[config.mk]
export PLATFORM = sky130hd
export DESIGN_NAME = utf8_escape_filter_flat
export DESIGN_NICKNAME = d
export VERILOG_FILES = /design/src/sv/uef_pkg.sv /design/src/sv/uef_if.sv /design/src/sv/uef_front.sv /design/src/sv/uef_queue.sv /design/src/sv/uef_back.sv /design/src/sv/utf8_escape_filter.sv /design/src/flat_wrapper.sv
export SDC_FILE = /design/constraint.sdc
export NUM_CORES = 1
export LEC_CHECK = 0
export ABC_CLOCK_PERIOD_IN_PS = 7800
export BUFFER_PORTS_ARGS = -buffer_cell sky130_fd_sc_hd__buf_2
export CAP_MARGIN = 20
export CORE_MARGIN = 2
export CORE_UTILIZATION = 45
export DETAILED_ROUTE_END_ITERATION = 12
export GPL_ROUTABILITY_DRIVEN = 0
export GPL_TIMING_DRIVEN = 0
export PLACE_DENSITY_LB_ADDON = 0.08
export SYNTH_ARGS = -nofsm -noshare
export SYNTH_HDL_FRONTEND = slang
export SYNTH_SLANG_ARGS = --single-unit
[constraint.sdc]
create_clock -name clk -period 7.8 [get_ports clk]
set_clock_uncertainty 0.15 [all_clocks]
set_input_delay 0 -clock clk [delete_from_list [all_inputs] [get_ports clk]]
set_output_delay 0 -clock clk [all_outputs]
set_load 0.02 [all_outputs]
[src/sv/uef_pkg.sv]
// ----------------------------------------------------------------------------
// uef_pkg
// Shared types and codes for the utf-8 escape filter.
// ----------------------------------------------------------------------------
package uef_pkg;

  // result status codes
  localparam logic [1:0] ST_OK       = 2'd0;
  localparam logic [1:0] ST_BAD_LEAD = 2'd1;
  localparam logic [1:0] ST_BAD_CONT = 2'd2;
  localparam logic [1:0] ST_TRUNC    = 2'd3;

  // work kinds handed from front to back
  localparam logic [1:0] KIND_CHAR   = 2'd0;
  localparam logic [1:0] KIND_ESC    = 2'd1;
  localparam logic [1:0] KIND_STATUS = 2'd2;

  localparam logic [7:0] CHAR_BSLASH = 8'h5C;
  localparam logic [7:0] CHAR_ZERO   = 8'h30;

  // one classified input item
  typedef struct packed {
    logic [1:0] kind;
    logic [7:0] chr;
    logic [1:0] status;
    logic [1:0] hund;
    logic [3:0] tens;
    logic [3:0] ones;
  } work_t;

  typedef struct packed {
    logic  valid;
    work_t work;
  } work_push_t;

  typedef struct packed {
    logic  valid;
    work_t work;
  } work_head_t;

endpackage

[src/sv/uef_if.sv]
// ----------------------------------------------------------------------------
// uef channel interfaces
// Byte input channel and character result channel with valid/ready.
// ----------------------------------------------------------------------------
interface uef_byte_if;
  logic       valid;
  logic       ready;
  logic [7:0] in_byte;
  logic       end_of_stream;

  modport source (output valid, output in_byte, output end_of_stream, input ready);
  modport sink   (input valid, input in_byte, input end_of_stream, output ready);
endinterface

interface uef_char_if;
  logic       valid;
  logic       ready;
  logic [7:0] out_char;
  logic       char_valid;
  logic [1:0] status;
  logic       last;

  modport source (output valid, output out_char, output char_valid, output status,
                  output last, input ready);
  modport sink   (input valid, input out_char, input char_valid, input status,
                  input last, output ready);
endinterface

[src/sv/uef_front.sv]
// ----------------------------------------------------------------------------
// uef_front
// Accepts input beats, tracks the utf-8 sequence state and classifies each
// byte into a work entry with its decimal digits precomputed.
// ----------------------------------------------------------------------------
module uef_front
  import uef_pkg::*;
(
  input  logic       clk,
  input  logic       rst,
  uef_byte_if.sink   stream,
  output work_push_t push,
  input  logic       push_ready
);

  logic [1:0]  bytes_remaining;
  logic [1:0]  bytes_remaining_next;
  logic        halted;
  logic        halted_next;
  logic        accept;
  logic [7:0]  b;
  logic [1:0]  hund;
  logic [7:0]  rem;
  logic [14:0] tens_prod;
  logic [3:0]  tens;
  logic [7:0]  ones_full;
  work_t       work;
  logic        emit;

  // a halted block swallows every beat
  assign stream.ready = halted | push_ready;
  assign accept       = stream.valid & stream.ready;
  assign b            = stream.in_byte;

  // decimal split: hundreds by compare, tens by reciprocal (exact below 180)
  always_comb begin
    if (b >= 8'd200) begin
      hund = 2'd2;
      rem  = b - 8'd200;
    end else if (b >= 8'd100) begin
      hund = 2'd1;
      rem  = b - 8'd100;
    end else begin
      hund = 2'd0;
      rem  = b;
    end
    tens_prod = {8'd0, rem[6:0]} * 15'd205;
    tens      = tens_prod[14:11];
    ones_full = rem - ({4'd0, tens} * 8'd10);
  end

  always_comb begin
    bytes_remaining_next = bytes_remaining;
    halted_next          = halted;
    emit                 = 1'b0;
    work.kind            = KIND_ESC;
    work.chr             = b;
    work.status          = ST_OK;
    work.hund            = hund;
    work.tens            = tens;
    work.ones            = ones_full[3:0];
    if (accept && !halted) begin
      emit = 1'b1;
      if (stream.end_of_stream) begin
        work.kind = KIND_STATUS;
        if (bytes_remaining != 2'd0) begin
          work.status = ST_TRUNC;
          halted_next = 1'b1;
        end
      end else if (bytes_remaining != 2'd0) begin
        if (b[7:6] != 2'b10) begin
          work.kind   = KIND_STATUS;
          work.status = ST_BAD_CONT;
          halted_next = 1'b1;
        end else begin
          bytes_remaining_next = bytes_remaining - 2'd1;
        end
      end else if (!b[7]) begin
        work.kind = KIND_CHAR;
      end else if (b[7:5] == 3'b110) begin
        bytes_remaining_next = 2'd1;
      end else if (b[7:4] == 4'b1110) begin
        bytes_remaining_next = 2'd2;
      end else if (b[7:3] == 5'b11110) begin
        bytes_remaining_next = 2'd3;
      end else begin
        work.kind   = KIND_STATUS;
        work.status = ST_BAD_LEAD;
        halted_next = 1'b1;
      end
    end
  end

  assign push.valid = emit;
  assign push.work  = work;

  always_ff @(posedge clk) begin
    if (rst) begin
      bytes_remaining <= 2'd0;
      halted          <= 1'b0;
    end else begin
      bytes_remaining <= bytes_remaining_next;
      halted          <= halted_next;
    end
  end

endmodule

[src/sv/uef_queue.sv]
// ----------------------------------------------------------------------------
// uef_queue
// Two-entry queue of work entries between the front and back parts.
// ----------------------------------------------------------------------------
module uef_queue
  import uef_pkg::*;
(
  input  logic       clk,
  input  logic       rst,
  input  work_push_t push,
  output logic       push_ready,
  output work_head_t head,
  input  logic       pop
);

  work_t      mem [2];
  logic       wr_ptr;
  logic       rd_ptr;
  logic [1:0] count;
  logic       do_push;
  logic       do_pop;

  assign push_ready = (count != 2'd2);
  assign head.valid = (count != 2'd0);
  assign head.work  = mem[rd_ptr];
  assign do_push    = push.valid & push_ready;
  assign do_pop     = pop & head.valid;

  always_ff @(posedge clk) begin
    if (do_push) begin
      mem[wr_ptr] <= push.work;
    end
  end

  always_ff @(posedge clk) begin
    if (rst) begin
      wr_ptr <= 1'b0;
      rd_ptr <= 1'b0;
      count  <= 2'd0;
    end else begin
      if (do_push) begin
        wr_ptr <= ~wr_ptr;
      end
      if (do_pop) begin
        rd_ptr <= ~rd_ptr;
      end
      case ({do_push, do_pop})
        2'b10:   count <= count + 2'd1;
        2'b01:   count <= count - 2'd1;
        default: count <= count;
      endcase
    end
  end

endmodule

[src/sv/uef_back.sv]
// ----------------------------------------------------------------------------
// uef_back
// Expands queued work into result beats, one per cycle while result.ready
// is high, through a registered output stage.
// ----------------------------------------------------------------------------
module uef_back
  import uef_pkg::*;
(
  input  logic       clk,
  input  logic       rst,
  input  work_head_t head,
  output logic       pop,
  uef_char_if.source result
);

  logic       out_valid;
  logic [7:0] out_char;
  logic       char_valid;
  logic [1:0] status;
  logic       last;
  logic [1:0] phase;
  logic       load;
  logic [7:0] beat_char;
  logic       beat_char_valid;
  logic [1:0] beat_status;
  logic       beat_last;
  logic       beat_done;

  assign load = head.valid & (~out_valid | result.ready);
  assign pop  = load & beat_done;

  always_comb begin
    beat_char       = 8'd0;
    beat_char_valid = 1'b1;
    beat_status     = ST_OK;
    beat_last       = 1'b1;
    beat_done       = 1'b1;
    unique case (head.work.kind)
      KIND_CHAR: begin
        beat_char = head.work.chr;
      end
      KIND_ESC: begin
        beat_last = (phase == 2'd3);
        beat_done = (phase == 2'd3);
        unique case (phase)
          2'd0:    beat_char = CHAR_BSLASH;
          2'd1:    beat_char = CHAR_ZERO + {6'd0, head.work.hund};
          2'd2:    beat_char = CHAR_ZERO + {4'd0, head.work.tens};
          default: beat_char = CHAR_ZERO + {4'd0, head.work.ones};
        endcase
      end
      default: begin
        beat_char_valid = 1'b0;
        beat_status     = head.work.status;
      end
    endcase
  end

  always_ff @(posedge clk) begin
    if (load) begin
      out_char   <= beat_char;
      char_valid <= beat_char_valid;
      status     <= beat_status;
      last       <= beat_last;
    end
  end

  always_ff @(posedge clk) begin
    if (rst) begin
      out_valid <= 1'b0;
      phase     <= 2'd0;
    end else begin
      if (load) begin
        out_valid <= 1'b1;
      end else if (result.ready) begin
        out_valid <= 1'b0;
      end
      if (load) begin
        phase <= beat_done ? 2'd0 : phase + 2'd1;
      end
    end
  end

  assign result.valid      = out_valid;
  assign result.out_char   = out_char;
  assign result.char_valid = char_valid;
  assign result.status     = status;
  assign result.last       = last;

endmodule

[src/sv/utf8_escape_filter.sv]
// ----------------------------------------------------------------------------
// utf8_escape_filter
// Checks utf-8 structure of a byte stream and escapes non-ascii bytes as
// a backslash plus three decimal digits.
// ----------------------------------------------------------------------------
// stream: one input beat per byte, or an end_of_stream marker
// result: one beat per output character or status; last marks the final
//   beat produced by an input beat
// ascii byte gives one beat, a lead or continuation byte gives four beats,
// an error or end marker gives one status beat (char_valid low)
// a beat is classified in the cycle it is accepted, is written into the
//   two-entry queue, and its first result is then loaded into the output register
// throughput: one result beat per cycle while result.ready is high, set by the
//   output register, so an escaped byte takes four result beats and an ascii byte one
// the input keeps accepting while the queue has room, so stalls on result
//   back up through the queue to stream.ready
// after an error the block drops every input beat until reset
// reset clears the sequence state, the halt flag, the queue and the output
// ----------------------------------------------------------------------------
module utf8_escape_filter
  import uef_pkg::*;
(
  input  logic         clk,
  input  logic         rst,
  uef_byte_if.sink     stream,
  uef_char_if.source   result
);

  work_push_t push;
  logic       push_ready;
  work_head_t head;
  logic       pop;

  uef_front u_front (
    .clk        (clk),
    .rst        (rst),
    .stream     (stream),
    .push       (push),
    .push_ready (push_ready)
  );

  uef_queue u_queue (
    .clk        (clk),
    .rst        (rst),
    .push       (push),
    .push_ready (push_ready),
    .head       (head),
    .pop        (pop)
  );

  uef_back u_back (
    .clk    (clk),
    .rst    (rst),
    .head   (head),
    .pop    (pop),
    .result (result)
  );

endmodule
[src/flat_wrapper.sv]
// flat-port wrapper written by rule: the top's interface ports become plain ports
module utf8_escape_filter_flat import uef_pkg::*;
  (clk, rst, stream_valid, stream_in_byte, stream_end_of_stream, stream_ready, result_valid, result_out_char, result_char_valid, result_status, result_last, result_ready);
  uef_byte_if stream_i ();
  uef_char_if result_i ();
  input  logic clk;
  input  logic rst;
  input wire logic [$bits(stream_i.valid)-1:0] stream_valid;
  input wire logic [$bits(stream_i.in_byte)-1:0] stream_in_byte;
  input wire logic [$bits(stream_i.end_of_stream)-1:0] stream_end_of_stream;
  output wire logic [$bits(stream_i.ready)-1:0] stream_ready;
  output wire logic [$bits(result_i.valid)-1:0] result_valid;
  output wire logic [$bits(result_i.out_char)-1:0] result_out_char;
  output wire logic [$bits(result_i.char_valid)-1:0] result_char_valid;
  output wire logic [$bits(result_i.status)-1:0] result_status;
  output wire logic [$bits(result_i.last)-1:0] result_last;
  input wire logic [$bits(result_i.ready)-1:0] result_ready;
  assign stream_i.valid = stream_valid;
  assign stream_i.in_byte = stream_in_byte;
  assign stream_i.end_of_stream = stream_end_of_stream;
  assign stream_ready = stream_i.ready;
  assign result_valid = result_i.valid;
  assign result_out_char = result_i.out_char;
  assign result_char_valid = result_i.char_valid;
  assign result_status = result_i.status;
  assign result_last = result_i.last;
  assign result_i.ready = result_ready;
  utf8_escape_filter u_core (.clk(clk), .rst(rst), .stream(stream_i), .result(result_i));
endmodule
* Yosys cells after proc, flatten, opt, wreduce, memory -nomap -nowiden *
Memory sizes are Yosys's and may differ from the RTL's. A register that Yosys moved wholly into a read port is not among the register bits.
Index checks and enable logic that the tools add are counted.

storage, ports and cells
  bits in registers = 22
  latch bits = 0
  bits in writable memories = 44
  ROM bits = 0
  input port bits = 13
  output and inout port bits = 14
  logic and storage cells = 115
  memories = 1

operators by class
  $add $sub $neg = 10
  multipliers = 2
  div/mod/pow operators = 0
  $lt $le $gt $ge = 2
  equal/unequal tests = 17
  shift-type cells = 0
  multiplexer cells = 48
  bitwise operators = 11
  reductions and logical operators = 13

memory list
  name                words  bits a word  rd ports  clocked after Yosys merged registers in  wr ports  RTL line         source
  u_core.u_queue.mem  2      22           1         1                                        1         uef_queue.sv:16  work_t mem [2];

operators with widths
  kind                    number
  $mux W2                 21
  $mux W1                 22
  $pmux W7 S3             1
  $pmux W8 S2             1
  $mul A7 B8 Y15 const B  1
  $add A6 B4 Y7 const A   2
  $mux W7                 2
  $sub A7 B7 Y7 const B   2
  $ne A2 B2 Y1 const B    6
  $reduce_bool A2 Y1      5
  $ge A8 B7 Y1 const B    1
  $ge A8 B8 Y1 const B    1
  $add A6 B2 Y7 const A   1
  $reduce_and A7 Y1       1
  $eq A2 B1 Y1 const B    3
  $eq A2 B2 Y1 const B    3
  $and A1 B1 Y1           5
  $eq A5 B5 Y1 const B    1
  $reduce_and A5 Y1       1
  $add A2 B1 Y2 const B   2
  $eq A4 B4 Y1 const B    1
  $logic_not A2 Y1        2
  $mul A4 B3 Y3 const B   1
  $not A1 Y1              4
  other kinds (11)        13

* Logic depth before layout (Yosys ltp) *
  depth in word-level cells = 8
  gate-level depth with buffers = 28
  gate-level depth less buffers = 28

* Cells and area by module *
From an unflattened synthesis, not the netlist that was laid out.

second synthesis, totals
  cells, all modules = 351
  area, all modules = 4137.7 sq um

modules (own cells, without submodules)
  module     instances  cells an instance  area an instance (sq um)
  uef_queue  1          92                 1801.7
  uef_front  1          189                1556.5
  uef_back   1          70                 779.5

* Worst setup path before layout *
OpenSTA, ideal clock, no wires.

  path type = input port to flip-flop
  start point = in stream_in_byte[3]
  end point = mem u_core.u_queue.mem[0][3] (netlist name), data pin
  arrival = 4.951 ns
  data required time = 7.379 ns
  path slack = 2.428 ns
  cell stages on the path = 28
  path buffers = 0
  cell sequence = inv_1 ha_1 nand2b_1 a31oi_1 nand2_1 nand2_1 xnor2_1 nor2_1 a21oi_1 ha_1 ha_1 fa_1 inv_1 fa_1 inv_1 ha_1 nand2_1 nand2b_1 nand2_1 a21oi_1 a21oi_1 xnor2_1 ha_1 inv_1 fa_1 xor2_1 xnor3_1 xnor2_1

RTL lines
  what                RTL line           source
  start: declaration  flat_wrapper.sv:9  input wire logic [$bits(stream_i.in_byte)-1:0] stream_in_byte;
  end: declaration    uef_queue.sv:16

==> impl_metrics.yaml <==
run_status:
  run_status: "completed"
clocking:
  cts_root_cell: "sky130_fd_sc_hd__clkbuf_8"
  clock_tree.htree_level_count: 3
  cts-hold-fix-buffers: 12
  clkTransAtPathRegs_ns: 0.07
  tritoncts.num_buffers: 9
  post_cts.repair.setup_buffers: 0
  count_of_instances_resized_after_the_clock_tree_is_built: 0
  clk_path_buf_depth: 2
  worstSkewPairLatency_ns: 0.33
  clock_sinks: 65
  cts_tree: "done"
final_layout:
  finalNetCount: 445
  antenna_cells_inserted: 0
  drive_gt1_share_pct: 16.19
  layout_commonest_cell: "sky130_fd_sc_hd__edfxtp_1"
  layout-area-overhead-vs-synth_pct: 14.59
  mostFrequentLayoutCells: "sky130_fd_sc_hd__edfxtp_1 (54), sky130_fd_sc_hd__ha_1 (45), sky130_fd_sc_hd__inv_1 (31)"
power:
  share_clk_of_total_power_pct: 15.5
  powerDensity_nw_per_um2: 355.5
  vdd_ir_drop_max_mv: 0.1186
  intPower_w: 0.0009764
  power.sequential.fraction_pct: 36.8
  p_switching_w: 0.0006099
  cellLeakagePower_nw: 1.862
  power.share.combinational_pct: 47.8
  switching_share_pct: 38.45
global_routing:
  first_global_vias: 2514
  number_of_antenna_violations_at_the_first_check_in_global_routing: 0
  grt_first_pass_wirelength_um: 11890
  grt_overflow: 0
  grt_start_max_net_pins: 22
  track_usage_pct: 16.08
worst_setup_path:
  crit_arrival_ns: 6.30
  worst_path_dominant_cell_family: "adder cells"
  delay_of_the_slowest_cell_on_the_worst_path_ns: 0.53
  cp-end-kind: "flop"
  critPathLaunchType: "input port"
  cp.required_ns: 7.71
  cp_max_fanout: 6
  crit_buf_inv: 6
  path_common_cell: "sky130_fd_sc_hd__ha_1"
  critPathKind: "input port to flop"
  critical-path-slowest-cell: "sky130_fd_sc_hd__dlygate4sd3_1"
floorplanning:
  die_w_um: 97.02
  number_of_top_level_pins: 27
  initial_utilization_pct: 46.92
  floorplan.die.height_um: 97.02
  die_area_um2: 9413
  placementRows: 33
  core_um2: 8299
synthesis:
  synth_nets: 395
  seq_cells_post_synth: 65
  top_cells_by_area_in_the_synthesized_netlist: "sky130_fd_sc_hd__edfxtp_1 (42%), sky130_fd_sc_hd__ha_1 (14%), sky130_fd_sc_hd__dfxtp_1 (5.7%)"
  netlist_instances: 328
  synth.largest_area_cell: "sky130_fd_sc_hd__edfxtp_1"
  count_of_flip_flops_with_a_built_in_enable_after_synthesis: 54
  ys_dominant_reg_cell: "sky130_fd_sc_hd__edfxtp_1"
  netlist-cell-type-count: 52
  async_reset_ff_share_pct: 0
  synth_top_area_share_pct: 41.65
  synthesis.area_um2: 3894
  postSynthAreaPerCell_um2: 11.87
  seq_area_frac_synth_pct: 47.30
  synth.yosys.warnings: 0
sta:
  rsz0062_at_grt: "no"
  slew_headroom_pct: 35.75
  setup_slack_ns: 1.407
  tns_ns: 0
  worst_slew_pin_slew_ns: 0.9638
  max_freq_mhz: 156.4
  report.final.setup_viol: 0
  slew_violations: 0
  final_period_minus_worst_setup_slack_ns: 6.393
  post-route-period-util_pct: 81.96
  hold_viol_final: 0
routing:
  dr_total_vias: 2522
  detail_route.vias_per_cell: 5.168
  drt_iter0_markers: 83
  drt_wl_total_um: 6994
  routedWlPerCell_um: 14.33
  ant_nets: 0
  drc: 0
  drt_first_pass_iters: 6
placement:
  pre_cts_setup_slack_ns: 1.532
  hpwlAfterDp_um: 5392
  buffer_ports.inserted: 26
run:
  maxcap_viol_count: 0
hold_path:
  hold_path.class: "input port to flop"
[cell type report]
cell class / instances / area (µm²)
Buffer: 5 / 27.53
Clock buffer: 9 / 123.9
Clock inverter: 7 / 45.04
Fill cell: 756 / 3837
Inverter: 33 / 123.9
Multi-Input combinational cell: 225 / 1903
Sequential cell: 65 / 1842
Tap cell: 105 / 131.4
Timing Repair Buffer: 39 / 265.3
[final timing paths]
kind                                                  from  depth (start not counted)                          to  slack (ns)
worst min register to register  u_core.u_back.result.valid                          2  u_core.u_back.result.valid        0.34
worst max register to register     u_core.u_queue.count[0]                          6     u_core.u_queue.count[1]        5.23
worst max-delay path                     stream_in_byte[2]                         30    u_core.u_queue.mem[0][3]        1.41
worst min-delay path                          stream_valid                          4       u_core.u_queue.wr_ptr        0.02
[power groups by stage]
stage | sequential (W) | clock, W | combinational, W
floorplan | 0.000631 | 0 | 0.000530
global placement | 0.000591 | 0 | 0.000742
detailed placement | 0.000592 | 0 | 0.000763
CTS | 0.000585 | 0.000254 | 0.000773
global route | 0.000595 | 0.000271 | 0.000868
finish | 0.000583 | 0.000245 | 0.000758
[worst min-delay path: stages]
cell and delay, ns:
sky130_fd_sc_hd__buf_2 0.09, sky130_fd_sc_hd__nor3b_1 0.18, sky130_fd_sc_hd__xnor2_1 0.15, sky130_fd_sc_hd__nor2_1 0.04
[cells in the mapped netlist, types with 2 or more instances]
master / count
sky130_fd_sc_hd__nand3_1: 5
sky130_fd_sc_hd__nor3_1: 4
sky130_fd_sc_hd__nand2_1: 22
sky130_fd_sc_hd__a31oi_1: 2
sky130_fd_sc_hd__inv_1: 31
sky130_fd_sc_hd__a22oi_1: 2
sky130_fd_sc_hd__o31ai_1: 2
sky130_fd_sc_hd__nor2_1: 23
sky130_fd_sc_hd__fa_1: 9
sky130_fd_sc_hd__ha_1: 45
sky130_fd_sc_hd__o21ai_0: 8
sky130_fd_sc_hd__a21oi_1: 20
sky130_fd_sc_hd__xor2_1: 5
sky130_fd_sc_hd__dfxtp_1: 11
sky130_fd_sc_hd__buf_1: 2
sky130_fd_sc_hd__xnor2_1: 12
sky130_fd_sc_hd__mux2i_1: 14
sky130_fd_sc_hd__a21o_1: 2
sky130_fd_sc_hd__o22a_1: 4
sky130_fd_sc_hd__nand4_1: 4
sky130_fd_sc_hd__edfxtp_1: 54
sky130_fd_sc_hd__mux2_2: 7
sky130_fd_sc_hd__or2_2: 2
sky130_fd_sc_hd__nor2b_1: 3
sky130_fd_sc_hd__nand2b_1: 6
sky130_fd_sc_hd__o22ai_1: 2
sky130_fd_sc_hd__o21a_1: 2
[stage by stage]
stage	cell area, µm²	hold slack, ns	power (W)	util [%]	std cells
floorplan	3894	-0.08093	0.001161	-	328
global placement	4155	0.01945	0.001333	50.07	459
detailed placement	4173	0.02152	0.001354	50.28	460
CTS	4462	0.006716	0.001612	53.76	488
global route	4462	0.03414	0.001734	53.76	488
finish	4462	0.01835	0.001586	53.76	488
[metal layers]
metal | GRT usage (%) | up-vias | routed length (µm)
li1 | - | 1283 | -
met1 | 22.68 | 1176 | 3542
met2 | 24.25 | 52 | 3011
met3 | 3.829 | 11 | 292
met4 | 5.742 | 0 | 147
met5 | 0 | - | 0
[flip-flops by register name (all words and copies together), names as in the netlist, named ones only]
name                             flops
u_core.u_front.halted                1
u_core.u_back.phase                  2
u_core.u_queue.rd_ptr                1
u_core.u_back.result.status          2
u_core.u_queue.wr_ptr                1
u_core.u_back.result.valid           1
u_core.u_back.result.last            1
u_core.u_queue.count                 2
u_core.u_queue.mem                  42
u_core.u_back.result.out_char        8
u_core.u_front.bytes_remaining       2
u_core.u_back.result.char_valid      1
[logic make-up after synthesis]
family	Yosys count	synth area share, %
xor+xnor	18	4.402
simple gates	74	8.933
buf+inv	38	3.888
mux	22	6.009
fa+ha+maj	54	19.09
flops	65	47.30
compound gates	57	10.38
Note: power is estimated with default switching activity, not from simulation.
